**config.mk**
```make
export PLATFORM = sky130hd
export DESIGN_NAME = tsag_queue
export DESIGN_NICKNAME = d
export VERILOG_FILES = /design/src/rtl/tsag_pkg.sv /design/src/rtl/tsag_queue.sv
export SDC_FILE = /design/constraint.sdc
export NUM_CORES = 1
export LEC_CHECK = 0
export BUFFER_PORTS_ARGS = -buffer_cell sky130_fd_sc_hd__buf_2
export CAP_MARGIN = 20
export CORE_ASPECT_RATIO = 1.4
export CORE_MARGIN = 5
export CORE_UTILIZATION = 30
export DETAILED_ROUTE_END_ITERATION = 8
export SETUP_SLACK_MARGIN = 0.4
export SYNTH_ARGS = -nofsm -noshare
export SYNTH_HDL_FRONTEND = slang
export SYNTH_SLANG_ARGS = --single-unit
```
**constraint.sdc**
```tcl
create_clock -name clk -period 3.9 [get_ports clk]
set_input_delay 0.39 -clock clk [delete_from_list [all_inputs] [get_ports clk]]
set_output_delay 0.39 -clock clk [all_outputs]
set_load 0.01 [all_outputs]
```
**src/rtl/tsag_pkg.sv**
```systemverilog
`timescale 1ns / 1ps
package tsag_pkg;

    // default sizes of the unit
    localparam int MAX_DIM_DEF     = 4096;
    localparam int TEXEL_BYTES_DEF = 4;

    // fixed field widths
    localparam int COORD_W   = 24;
    localparam int FRAC_W    = 16;
    localparam int ADDR_W    = 32;
    localparam int WEIGHT_W  = 17;
    localparam int CFG_DIM_W = 13;
    localparam int MODE_W    = 2;
    localparam int IDX_W     = 3;
    localparam int CORNER_W  = 2;

    // address mode codes
    typedef enum logic [MODE_W-1:0] {
        MODE_CLAMP  = 2'd0,
        MODE_WRAP   = 2'd1,
        MODE_MIRROR = 2'd2
    } addr_mode_t;

    // register indices of the configuration port
    typedef enum logic [IDX_W-1:0] {
        REG_BASE_ADDRESS = 3'd0,
        REG_TEX_WIDTH    = 3'd1,
        REG_TEX_HEIGHT   = 3'd2,
        REG_MODE_U       = 3'd3,
        REG_MODE_V       = 3'd4,
        REG_FILTER_MODE  = 3'd5
    } reg_index_t;

    // configuration register set
    typedef struct packed {
        logic [ADDR_W-1:0]    base_address;
        logic [CFG_DIM_W-1:0] tex_width;
        logic [CFG_DIM_W-1:0] tex_height;
        logic [MODE_W-1:0]    mode_u;
        logic [MODE_W-1:0]    mode_v;
        logic                 filter_mode;
    } cfg_t;

endpackage

```
**src/rtl/tsag_queue.sv**
```systemverilog
`timescale 1ns / 1ps
module tsag_queue import tsag_pkg::*; #(
    parameter int W     = 8,
    parameter int DEPTH = 4
) (
    input  logic         clk,
    input  logic         rst_n,
    input  logic         push,
    input  logic [W-1:0] wdata,
    output logic         full,
    input  logic         pop,
    output logic [W-1:0] rdata,
    output logic         valid
);

    localparam int PTR_W = (DEPTH > 1) ? $clog2(DEPTH) : 1;
    localparam int CNT_W = $clog2(DEPTH + 1);

    logic [W-1:0]     mem_reg [DEPTH];
    logic [PTR_W-1:0] wr_ptr_reg, wr_ptr_next;
    logic [PTR_W-1:0] rd_ptr_reg, rd_ptr_next;
    logic [CNT_W-1:0] cnt_reg, cnt_next;

    // pointer and fill count update
    always_comb
    begin
        wr_ptr_next = wr_ptr_reg;
        rd_ptr_next = rd_ptr_reg;
        cnt_next    = cnt_reg;
        if (push)
        begin
            wr_ptr_next = (wr_ptr_reg == PTR_W'(DEPTH - 1)) ? '0 : wr_ptr_reg + 1'b1;
        end
        if (pop)
        begin
            rd_ptr_next = (rd_ptr_reg == PTR_W'(DEPTH - 1)) ? '0 : rd_ptr_reg + 1'b1;
        end
        if (push && !pop)
        begin
            cnt_next = cnt_reg + 1'b1;
        end
        else if (pop && !push)
        begin
            cnt_next = cnt_reg - 1'b1;
        end
    end

    always_ff @(posedge clk or negedge rst_n)
    begin
        if (!rst_n)
        begin
            wr_ptr_reg <= '0;
            rd_ptr_reg <= '0;
            cnt_reg    <= '0;
        end
        else
        begin
            wr_ptr_reg <= wr_ptr_next;
            rd_ptr_reg <= rd_ptr_next;
            cnt_reg    <= cnt_next;
        end
    end

    // entry storage
    always_ff @(posedge clk)
    begin
        if (push)
        begin
            mem_reg[wr_ptr_reg] <= wdata;
        end
    end

    assign full  = (cnt_reg == CNT_W'(DEPTH));
    assign valid = (cnt_reg != '0);
    assign rdata = mem_reg[rd_ptr_reg];

endmodule

```
==> flow_results.org <==
** STA
- The worst path in the final design needs a cycle of between 2000 and 2500 ps, including I/O delays and setup.
- Number of pins exceeding their max-slew limit in the final report :: 0
- The worst pin sits at a relative slew slack of between 60% and 70%.
- Setup repair after global routing missed its margin :: no
- Achievable Freq :: around 470 MHz
- Across the routed clock network, the largest skew measured is about 3.4 ps.
- Across all hold checks on the routed design, the worst slack comes to between 300 and 400 ps.
- Setup violations remaining at the end of the flow were counted as 0.
- Total negative slack for setup checks :: 0 ps
- The number of endpoints with negative hold slack in the final report is 0.
- Pin slew with the least headroom to its limit :: between 500 and 600 ps
- The worst path uses 54.2% of the clock period.

** Critical path
- The worst setup path is launched from a flop.
- On the critical path, the stage with the largest delay is an instance of sky130_fd_sc_hd__dfrtp_1.
- Of all nets on the critical path, the largest fanout is 11.
- CP required :: around 3500 ps
- The signal on the critical path passes through mux4_2 > buf_2.
- Family with the most delay on the worst path :: flip-flops
- Worst stage delay on the critical path :: about 700 ps
- Buf+Inv Stages, Crit Path :: 1
- Crit path kind :: flop to output port
- The worst setup path is captured at an output port.
- Arrival time worst endpoint :: 1720 ps

** Final layout
- From synthesis to final layout, the design area changed by 16.5%.
- Number of antenna cells inserted :: 0
- Final layout net count :: ~130
- Post-layout instance count excluding filler cells :: 172
- The register with the most flip-flops in the layout has 32 of them.
- The multi-input combinational cells in the finished layout cover a total of ~400 sq um.
- Across the whole layout, storage elements account for about 1100 sq um.
- Layout fillers :: around 500
- Most frequent standard cell in the layout excluding fill and tap cells :: sky130_fd_sc_hd__edfxtp_1
- In the final layout, the share of cells above drive strength 1 is a little over a third.
- Commonest cells after routing, fill and taps aside :: 32 x sky130_fd_sc_hd__edfxtp_1, 21 x sky130_fd_sc_hd__buf_2, 8 x sky130_fd_sc_hd__mux4_2

** Routing
- Post-detailed-route count of antenna-violating nets :: 0
- In this run, the number of DRC markers left after iteration 0 of detailed routing was 45.
- Routed via count :: 725
- Before antenna repair, the detailed router went through 2 iterations.
- Dividing the detail-routed wire length by the instance count gives between 10 and 15 microns.
- Number of design rule violations left after detail routing :: 0
- Detailed-route wire length :: between 2 and 2.5 mm
- After detailed routing, the number of vias per cell comes to about 4.2.

** CTS
- Clock tree from TritonCTS :: built
- Post-CTS Resized :: 0
- Clock tree synthesis inserted a total of 5 buffers.
- Maximum number of buffers from clock root to sink :: 2
- In this run the number of H-tree levels came out at 2.
- In this run the clock root is driven by a sky130_fd_sc_hd__clkbuf_8.
- Num Clock Sinks :: 39
- Clock insertion delay at the later pin of the skew report :: between 200 and 300 ps
- Clock-pin slew was measured on the worst setup and hold paths at ~60 ps.

** Floorplanning
- Floorplan die width :: roughly 71 microns
- Area enclosed by the die boundary :: approximately 7000 sq um
- In this run the standard cell core region covers between 5000 and 6000 sq um.
- Row count :: 31
- Die extent in y :: 95.6 microns
- Once the floorplan was initialized, standard cells occupied a little under a third of the core.
- IO Count :: 22

** GRT
- The total overflow left after global routing is 0.
- For this run, the total global-route usage over all layers was measured as 8.34%.
- Global-route wire length before repair :: between 4 and 5 mm
- The via count of the first global-routing pass is approximately 840.
- Entering global routing, the biggest net connects 12 pins.
- Initial antenna violation count :: 0

** Place
- Final estimated routing congestion in global placement :: about 0.65
- HPWL reported at the end of detailed placement :: 1.82 mm
- Input and output buffers added on the ports amount to 21.
- Counting tap cells, the placed design contains a total of 164 instances.

** Synthesis
- EDFF count, synth :: 32
- The number of nets handed over by synthesis was just under 100.
- Flops & latches, synth :: 39
- During synthesis, Yosys emitted a total of 0 warnings.
- After synthesis, the netlist uses 18 different library cells.
- In the synthesized netlist, the number of instances is 79.
- For this run, the register share of the synthesized area comes to approximately 72%.
- In this run the cell area of the synthesized design comes to about 1600 sq um.
- Each instance of the synthesized netlist takes up on average between 15 and 20 sq um.
- Combinational family with the most area after synthesis :: multiplexers
- Dominant synthesized flop cell :: sky130_fd_sc_hd__edfxtp_1
- Summing the areas of all compound-gate instances in the mapped netlist gives less than 1% of the synthesized area.
- Async set-or-reset flop fraction in the synthesized netlist :: about 18%
- Adder-cell area share of the yosys netlist :: approximately 6%
- Of the total synthesized cell area, the portion taken by AND, OR, NAND and NOR gates is between 3 and 4%.
- Mux cell area share after synthesis :: a little over an eighth
- XOR/XNOR Fraction of Synth Area :: 1.67%

** Pwr
- Power Density :: 659 nW/um^2
- Combinational share of power :: between 20% and 30%
- For this design the static power due to leakage is between 0.6 and 0.7 nW.
- Total power of the final layout :: between 1 and 1.5 mW
- Switching part of the total :: 29.2%
- Sequential Power Share :: between 50% and 60%
- Per report_power, the clock group accounts for a little under 20% of the total.
- Worst ir drop on vdd :: between 0.0001 and 0.00015 V
- Internal power contribution :: between 0.8 and 0.9 mW
- Net switching power of the design :: between 0.3 and 0.4 mW

** Outcome
- Run status :: finished clean

** Worst hold path
- Class of the worst hold path :: input pin to flop

** Run
- The tool flagged a number of max-cap violations equal to 0.
worst paths after layout:
check | start | end | slack [ps] | depth (start not counted)
max in group asynchronous | rst_n | rd_ptr_reg[0] | 3270 | 2
min in group asynchronous | rst_n | cnt_reg[1] | 470 | 2
hold reg to reg | cnt_reg[2] | cnt_reg[2] | 500 | 1
hold / removal | wdata[5] | mem_reg[0][5] | 330 | 1
setup / recovery | rd_ptr_reg[0] | rdata[4] | 1790 | 2
setup reg to reg | wr_ptr_reg[0] | mem_reg[0][7] | 2490 | 3
Yosys cell counts, drive strengths merged (2+ instances only):
master	instances	area, sq um
edfxtp	32	961
ha	6	75.1
and2	4	25.0
inv	5	18.8
mux4	8	180
nor2	2	7.51
dfrtp	7	175
buf	2	16.3
mux2	3	33.8
xor2	2	17.5
o21ai	2	10.0
metal layers:
metal  part of all wire [%]  up-vias  GRT usage [%]
met5                      0        -              0
met4                    1.3        0           5.64
met3                    3.7        4           2.22
met2                     55       20           14.5
met1                     40      349           8.72
li1                       -      352              -
cells by family after synthesis:
logic type	after synthesis
buffers and inverters	7
flip-flops	39
adder cells (fa/ha/maj)	7
AO/OA/AOI/OAI	2
XOR/XNOR	3
AND/OR/NAND/NOR	10
multiplexers	11
cell type report:
type / count / area share [%]
flip-flops and latches: 39 / 62.1
repair buffers: 22 / 6.29
multi-input cells: 33 / 21.9
well taps: 66 / 4.51
clock buffers: 5 / 3.76
clock inverters: 2 / 0.478
inverters: 5 / 1.03
worst register-to-register path: stages (launching register included):
cell                      delay [ps]
sky130_fd_sc_hd__dfrtp_1         410
sky130_fd_sc_hd__inv_1           120
sky130_fd_sc_hd__ha_1            140
sky130_fd_sc_hd__and2_1          380
repair_timing:
item,in CTS,in global routing
hold buffers,1,0
buffers inserted,0,0
hold endpoints to repair,7,0
power by group through the flow:
stage	logic [mW]	clock network, mW	registers, mW
6_report	0.335	0.239	0.632
5_1_grt	0.374	0.270	0.649
4_1_cts	0.345	0.251	0.638
3_5_place_dp	0.343	0	0.648
3_3_place_gp	0.331	0	0.640
2_1_floorplan	0.286	0	0.589
metrics by stage:
step                setup slack, ps  util, %  instance area (sq um)
finish                         1790     35.8                   1830
global route                   1660     35.8                   1830
CTS                            1720     35.8                   1830
detailed placement             2030     34.0                   1740
global placement               2030     34.0                   1740
floorplan                      2440        -                   1570
No activity file was read; power rests on OpenSTA's default activity.
