$ cat src/rtl/tsag_pkg.sv
`timescale 1ns / 1ps
package tsag_pkg;

    // default sizes of the unit
    localparam int MAX_DIM_DEF     = 4096;
    localparam int TEXEL_BYTES_DEF = 4;

    // fixed field widths
    localparam int COORD_W   = 24;
    localparam int FRAC_W    = 16;
    localparam int ADDR_W    = 32;
    localparam int WEIGHT_W  = 17;
    localparam int CFG_DIM_W = 13;
    localparam int MODE_W    = 2;
    localparam int IDX_W     = 3;
    localparam int CORNER_W  = 2;

    // address mode codes
    typedef enum logic [MODE_W-1:0] {
        MODE_CLAMP  = 2'd0,
        MODE_WRAP   = 2'd1,
        MODE_MIRROR = 2'd2
    } addr_mode_t;

    // register indices of the configuration port
    typedef enum logic [IDX_W-1:0] {
        REG_BASE_ADDRESS = 3'd0,
        REG_TEX_WIDTH    = 3'd1,
        REG_TEX_HEIGHT   = 3'd2,
        REG_MODE_U       = 3'd3,
        REG_MODE_V       = 3'd4,
        REG_FILTER_MODE  = 3'd5
    } reg_index_t;

    // configuration register set
    typedef struct packed {
        logic [ADDR_W-1:0]    base_address;
        logic [CFG_DIM_W-1:0] tex_width;
        logic [CFG_DIM_W-1:0] tex_height;
        logic [MODE_W-1:0]    mode_u;
        logic [MODE_W-1:0]    mode_v;
        logic                 filter_mode;
    } cfg_t;

endpackage

$ cat src/rtl/tsag_if.sv


// result channel
interface tsag_result_if import tsag_pkg::*; ();
    logic                 valid;
    logic                 ready;
    logic [ADDR_W-1:0]    texel_address;
    logic [WEIGHT_W-1:0]  weight;
    logic [CORNER_W-1:0]  corner;
    logic                 last;

    modport source (output valid, output texel_address, output weight, output corner,
                    output last, input ready);
    modport sink   (input valid, input texel_address, input weight, input corner,
                    input last, output ready);
endinterface


$ cat src/rtl/tsag_back.sv
`timescale 1ns / 1ps
module tsag_back import tsag_pkg::*; #(
    parameter int MAX_DIM     = MAX_DIM_DEF,
    parameter int TEXEL_BYTES = TEXEL_BYTES_DEF,
    localparam int DIM_W      = $clog2(MAX_DIM + 1),
    localparam int QW         = 4 * DIM_W + 2 * FRAC_W
) (
    input  logic              clk,
    input  logic              rst_n,
    input  cfg_t              cfg,
    input  logic [DIM_W-1:0]  eff_w,
    input  logic              q_valid,
    input  logic [QW-1:0]     q_data,
    output logic              q_pop,
    tsag_result_if.source     result
);

    localparam int WP_W = 2 * WEIGHT_W;
    localparam logic [WEIGHT_W-1:0] ONE = WEIGHT_W'(1 << FRAC_W);

    typedef struct packed {
        logic [DIM_W-1:0]  x0;
        logic [DIM_W-1:0]  x1;
        logic [DIM_W-1:0]  y0;
        logic [DIM_W-1:0]  y1;
        logic [FRAC_W-1:0] fx;
        logic [FRAC_W-1:0] fy;
    } qe_t;

    qe_t                   qe;
    logic                  adv;
    logic                  last_c;
    logic [DIM_W-1:0]      xs, ys;
    logic [WEIGHT_W-1:0]   wa, wb;
    logic [CORNER_W-1:0]   cnt_reg, cnt_next;

    logic                  a_vld_reg;
    logic [2*DIM_W-1:0]    yw_reg;
    logic [DIM_W-1:0]      x_reg;
    logic [WP_W-1:0]       wp_reg;
    logic [CORNER_W-1:0]   corner_reg;
    logic                  last_reg;

    logic                  out_vld_reg;
    logic [ADDR_W-1:0]     addr_reg, addr_next;
    logic [WEIGHT_W-1:0]   weight_reg, weight_next;
    logic [CORNER_W-1:0]   ocorner_reg;
    logic                  olast_reg;
    logic [2*DIM_W:0]      idx;

    assign qe  = q_data;
    assign adv = !out_vld_reg || result.ready;

    // corner selection for the current transaction
    always_comb
    begin
        xs       = cnt_reg[0] ? qe.x1 : qe.x0;
        ys       = cnt_reg[1] ? qe.y1 : qe.y0;
        wa       = cnt_reg[0] ? {1'b0, qe.fx} : ONE - {1'b0, qe.fx};
        wb       = cnt_reg[1] ? {1'b0, qe.fy} : ONE - {1'b0, qe.fy};
        last_c   = !cfg.filter_mode || (cnt_reg == CORNER_W'(3));
        cnt_next = last_c ? '0 : cnt_reg + 1'b1;
        q_pop    = adv && q_valid && last_c;
    end

    always_ff @(posedge clk or negedge rst_n)
    begin
        if (!rst_n)
        begin
            cnt_reg     <= '0;
            a_vld_reg   <= 1'b0;
            out_vld_reg <= 1'b0;
        end
        else if (adv)
        begin
            a_vld_reg   <= q_valid;
            out_vld_reg <= a_vld_reg;
            if (q_valid)
            begin
                cnt_reg <= cnt_next;
            end
        end
    end

    // product stage: row offset and weight
    always_ff @(posedge clk)
    begin
        if (adv)
        begin
            yw_reg     <= ys * eff_w;
            x_reg      <= xs;
            wp_reg     <= wa * wb;
            corner_reg <= cnt_reg;
            last_reg   <= last_c;
        end
    end

    // address add and weight rounding
    always_comb
    begin
        idx         = {1'b0, yw_reg} + (2*DIM_W+1)'(x_reg);
        addr_next   = cfg.base_address + ADDR_W'(ADDR_W'(idx) * ADDR_W'(TEXEL_BYTES));
        weight_next = WEIGHT_W'((wp_reg + WP_W'(1 << (FRAC_W - 1))) >> FRAC_W);
    end

    // output register
    always_ff @(posedge clk)
    begin
        if (adv)
        begin
            addr_reg    <= addr_next;
            weight_reg  <= weight_next;
            ocorner_reg <= corner_reg;
            olast_reg   <= last_reg;
        end
    end

    assign result.valid         = out_vld_reg;
    assign result.texel_address = addr_reg;
    assign result.weight        = weight_reg;
    assign result.corner        = ocorner_reg;
    assign result.last          = olast_reg;

endmodule

$ cat src/flat_wrapper.sv
// flat-port wrapper written by rule: the top's interface ports become plain ports
module tsag_back_flat import tsag_pkg::*;
#(
    parameter int MAX_DIM     = MAX_DIM_DEF,
    parameter int TEXEL_BYTES = TEXEL_BYTES_DEF,
    localparam int DIM_W      = $clog2(MAX_DIM + 1),
    localparam int QW         = 4 * DIM_W + 2 * FRAC_W
)
  (clk, rst_n, cfg, eff_w, q_valid, q_data, q_pop, result_valid, result_texel_address, result_weight, result_corner, result_last, result_ready);
  tsag_result_if result_i ();
  input  logic clk;
  input  logic rst_n;
  input  cfg_t cfg;
  input  logic [DIM_W-1:0] eff_w;
  input  logic q_valid;
  input  logic [QW-1:0] q_data;
  output logic q_pop;
  output wire logic [$bits(result_i.valid)-1:0] result_valid;
  output wire logic [$bits(result_i.texel_address)-1:0] result_texel_address;
  output wire logic [$bits(result_i.weight)-1:0] result_weight;
  output wire logic [$bits(result_i.corner)-1:0] result_corner;
  output wire logic [$bits(result_i.last)-1:0] result_last;
  input wire logic [$bits(result_i.ready)-1:0] result_ready;
  assign result_valid = result_i.valid;
  assign result_texel_address = result_i.texel_address;
  assign result_weight = result_i.weight;
  assign result_corner = result_i.corner;
  assign result_last = result_i.last;
  assign result_i.ready = result_ready;
  tsag_back #(.MAX_DIM(MAX_DIM), .TEXEL_BYTES(TEXEL_BYTES)) u_core (.clk(clk), .rst_n(rst_n), .cfg(cfg), .eff_w(eff_w), .q_valid(q_valid), .q_data(q_data), .q_pop(q_pop), .result(result_i));
endmodule
$ cat config.mk
export PLATFORM = sky130hd
export DESIGN_NAME = tsag_back_flat
export DESIGN_NICKNAME = d
export VERILOG_FILES = /design/src/rtl/tsag_pkg.sv /design/src/rtl/tsag_if.sv /design/src/rtl/tsag_back.sv /design/src/flat_wrapper.sv
export SDC_FILE = /design/constraint.sdc
export NUM_CORES = 1
export LEC_CHECK = 0
export BUFFER_PORTS_ARGS = -buffer_cell sky130_fd_sc_hd__buf_2
export CORE_MARGIN = 1.5
export CORE_UTILIZATION = 30
export CTS_CLUSTER_SIZE = 28
export DETAILED_ROUTE_END_ITERATION = 6
export SLEW_MARGIN = 20
export SYNTH_ARGS = -nofsm -noshare
export SYNTH_HDL_FRONTEND = slang
export SYNTH_SLANG_ARGS = --single-unit
$ cat constraint.sdc
create_clock -name clk -period 12.65 [get_ports clk]
set_clock_uncertainty 0.15 [all_clocks]
set_input_delay 1.8975 -clock clk [delete_from_list [all_inputs] [get_ports clk]]
set_output_delay 1.8975 -clock clk [all_outputs]
set_load 0.02 [all_outputs]
==> flow_metrics.env <==
export IMPL_min_path_cells=0
export IMPL_fp_dieH_um=268
export IMPL_cp_arrival_ns=9.89
export IMPL_r2r_start="u_core.cnt_reg[0]"
export IMPL_grt_first_pass_wirelength_um=86000
export IMPL_drt_total_wl_um=53900
export IMPL_grt_pass1_vias=15600
export IMPL_crit_path_max_incr_delay_ns=0.72
export IMPL_hold_buffers=0
export IMPL_io_pins=218
export IMPL_final_setup_viol_count=0
export IMPL_period_share_pct=77.6
export IMPL_grtUsageMet1_pct=22.3
export IMPL_portBuffers=187
export IMPL_setup_tns_ns=0
export IMPL_status="complete, but fails checks"
export IMPL_cts_max_level=4
export IMPL_syn2layout_area_growth_pct=13.0
export IMPL_antenna_found_initial=11
export IMPL_hold_viol=0
export IMPL_wire_per_inst_um=16.0
export IMPL_drt_pass1_iter_count=7
export IMPL_drc=2
export IMPL_worstPathRequired_ns=12.72
export IMPL_nNetsFinal=3144
export IMPL_dp_hpwl_um=44700
export IMPL_via_per_inst=4.55
export IMPL_synth_cells=2236
export IMPL_crit_type="in -> reg"
export IMPL_ctsResizeCount=0
export IMPL_syn_avg_cell_area_um2=9.41
export IMPL_initial_core_util_pct=30.5
export IMPL_rsz0062_at_grt="false"
export IMPL_core_um2=69100
export IMPL_use_met3_pct=3.15
export IMPL_reg2regPathDepth=25
export IMPL_critPathTopFamily="adder cells"
export IMPL_worstSetupEndpointType="register"
export IMPL_place_gp_congestion=0.905
export IMPL_synth_edf_count=112
export IMPL_root_buffer="clkbuf_16"
export IMPL_slew_headroom_pct=20.9
export IMPL_synth_cell_type_count=65
export IMPL_async_flop_share_pct=3.45
export IMPL_path_buf_inv=5
export IMPL_start_kind="primary input"
export IMPL_cts_buffers=17
export IMPL_worstHoldEndpoint="u_core.result.corner[0]"
export IMPL_fp_dieArea_um2=71700
export IMPL_worst_pin_slew_ns=1.18
export IMPL_drive_gt1_share_pct=12.2
export IMPL_hp_start="u_core.corner_reg[0]"
export IMPL_maxCapViolations=0
export IMPL_syn_nets=2961
export IMPL_slew_violations=0
export IMPL_ant_nets=0
export IMPL_worstHoldPathType="reg -> reg"
export IMPL_post_cts_buffers=0
export IMPL_grt_use_met2_pct=24.0
export IMPL_period_minus_slack_ns=9.82
export IMPL_r2r_end="u_core.wp_reg[32]"
export IMPL_insertion_delay_ns=0.47
export IMPL_max_freq_mhz=102
export IMPL_regToRegSetupSlack_ns=4.58
export IMPL_track_usage_pct=15.7
export IMPL_synth_area_um2=21000
export IMPL_grt_max_degree=65
export IMPL_yosysWarnings=0
export IMPL_synthTopCellsByArea="fa_1, edfxtp_1, ha_1"
export IMPL_synth_top_area_cell="fa_1"
export IMPL_violations="DRC"
export IMPL_cts_sinks=116
export IMPL_synth_main_ff_cell="edfxtp_1"
export IMPL_ys_ff_latch=116
export IMPL_clk_pin_slew_ns=0.06
export IMPL_n_fill_cell=7063
export IMPL_grt_busiest_layer="met2"
export IMPL_cp_common_cell="fa_1"
export IMPL_seq_area_frac_synth_pct=16.5
export IMPL_drt_initial_drc_count=824
export IMPL_largest_register_ffs=32
export IMPL_die_w_um=268
export IMPL_rows=96
export IMPL_cp_slowest_cell="xor2_1"
export IMPL_crit_fanout=16
export IMPL_synth_top_area_share_pct=32.7
export IMPL_tritoncts="built"
export IMPL_vias=15300
export IMPL_cts_buffer_depth=2
export IMPL_grt_ovfl_total=0
synth_stat cells, types with 5 or more instances:
| cell type | number |
|---|---|
| o21ai_1 | 5 |
| fa_1 | 344 |
| a21o_1 | 27 |
| a31oi_1 | 6 |
| xnor2_1 | 93 |
| ha_1 | 217 |
| nand2b_1 | 11 |
| and2_1 | 94 |
| nor2_1 | 181 |
| mux2_2 | 26 |
| nor3_1 | 30 |
| or3_1 | 5 |
| o21bai_1 | 13 |
| a211oi_1 | 9 |
| nand2_1 | 280 |
| o21a_1 | 15 |
| a21oi_1 | 56 |
| o21ai_0 | 27 |
| clkbuf_1 | 48 |
| xor2_1 | 52 |
| and3_1 | 17 |
| nor4_1 | 5 |
| nor2b_1 | 32 |
| nand3_1 | 23 |
| edfxtp_1 | 112 |
| inv_1 | 439 |
| nand4_1 | 8 |
| o211ai_1 | 5 |
layer usage:
layer,share of wire [%],wire length (um),up-vias
met1,48,25800,7528
met5,0.058,31,-
met4,2.1,1120,6
met3,5.6,3010,68
li1,-,-,7372
met2,44,23900,357
layout by cell type (no fill, tap or decap), types with 6 or more instances in the layout:
cell type / synthesis / layout
mux2_2: 26 / 26
buf_2: 1 / 187
nand2_1: 280 / 280
a21o_1: 27 / 27
nor2_1: 181 / 181
buf_4: 0 / 28
ha_1: 217 / 217
a21oi_1: 56 / 56
o21ai_0: 27 / 27
xnor2_1: 93 / 91
xor2_1: 52 / 48
inv_1: 439 / 439
and3_1: 17 / 17
nand3_1: 23 / 23
and2_1: 94 / 94
o21a_1: 15 / 15
a31oi_1: 6 / 6
nand2b_1: 11 / 10
nor2b_1: 32 / 32
clkbuf_16: 0 / 17
nor3_1: 30 / 30
edfxtp_1: 112 / 112
a211oi_1: 9 / 9
nand4_1: 8 / 8
o21bai_1: 13 / 13
fa_1: 344 / 344
worst register-to-register path, cell delays in order (launching register included):
cell,delay (ns)
dfrtp_1,0.40
a31oi_1,0.61
o21bai_1,0.26
xor2_2,0.43
buf_4,0.30
nand2_1,0.10
fa_1,0.49
fa_1,0.57
fa_1,0.44
fa_1,0.56
inv_1,0.05
fa_1,0.47
inv_1,0.05
fa_1,0.53
inv_1,0.04
ha_1,0.31
a21oi_1,0.19
o21ai_0,0.19
a31oi_1,0.20
o21ai_1,0.19
a21oi_4,0.24
o21ai_2,0.14
o41ai_4,0.29
nor2_1,0.13
a2111oi_4,0.37
xnor2_1,0.11
final cells by class:
| cell class | instances | area [um2] | area share [%] |
|---|---|---|---|
| diodes | 4 | 10.0 | 0.0421 |
| inverters | 440 | 1650 | 6.94 |
| well taps | 931 | 1160 | 4.90 |
| clock inverters | 15 | 128 | 0.537 |
| repair buffers | 215 | 1150 | 4.82 |
| flip-flops and latches | 116 | 3460 | 14.6 |
| multi-input cells | 1629 | 15800 | 66.4 |
| clock buffers | 17 | 425 | 1.79 |
worst max path at each step:
stage          cells past startpoint                end       start
6_report                          30  u_core.wp_reg[32]   q_data[0]
3_5_place_dp                      29  u_core.wp_reg[32]   q_data[0]
2_1_floorplan                     30  u_core.wp_reg[32]  q_data[16]
3_3_place_gp                      28  u_core.wp_reg[32]  q_data[16]
5_1_grt                           30  u_core.wp_reg[32]   q_data[0]
4_1_cts                           29  u_core.wp_reg[32]   q_data[0]
metrics by stage:
step / hold slack (ns) / std cells / util (%) / area [um2] / worst slack, ns
2_1_floorplan: 0.250 / 2236 / - / 21000 / 3.52
3_3_place_gp: 0.252 / 3331 / 33.6 / 23200 / 2.41
3_5_place_dp: 0.258 / 3331 / 33.6 / 23200 / 2.40
4_1_cts: 0.274 / 3363 / 34.4 / 23800 / 2.92
5_1_grt: 0.275 / 3367 / 34.4 / 23800 / 2.32
6_report: 0.273 / 3367 / 34.4 / 23800 / 2.83
logic make-up after synthesis:
| group | Yosys count | share of synthesized area [%] |
|---|---|---|
| AO/OA/AOI/OAI | 195 | 6.45 |
| XOR/XNOR | 145 | 6.03 |
| adder cells (fa/ha/maj) | 561 | 45.6 |
| buffers and inverters | 491 | 8.76 |
| flip-flops | 116 | 16.5 |
| multiplexers | 31 | 1.64 |
| AND/OR/NAND/NOR | 697 | 15.0 |
Power is left out: the tool's default activity adds up to more than one toggle a clock period on the data nets, which glitch-free logic cannot reach.
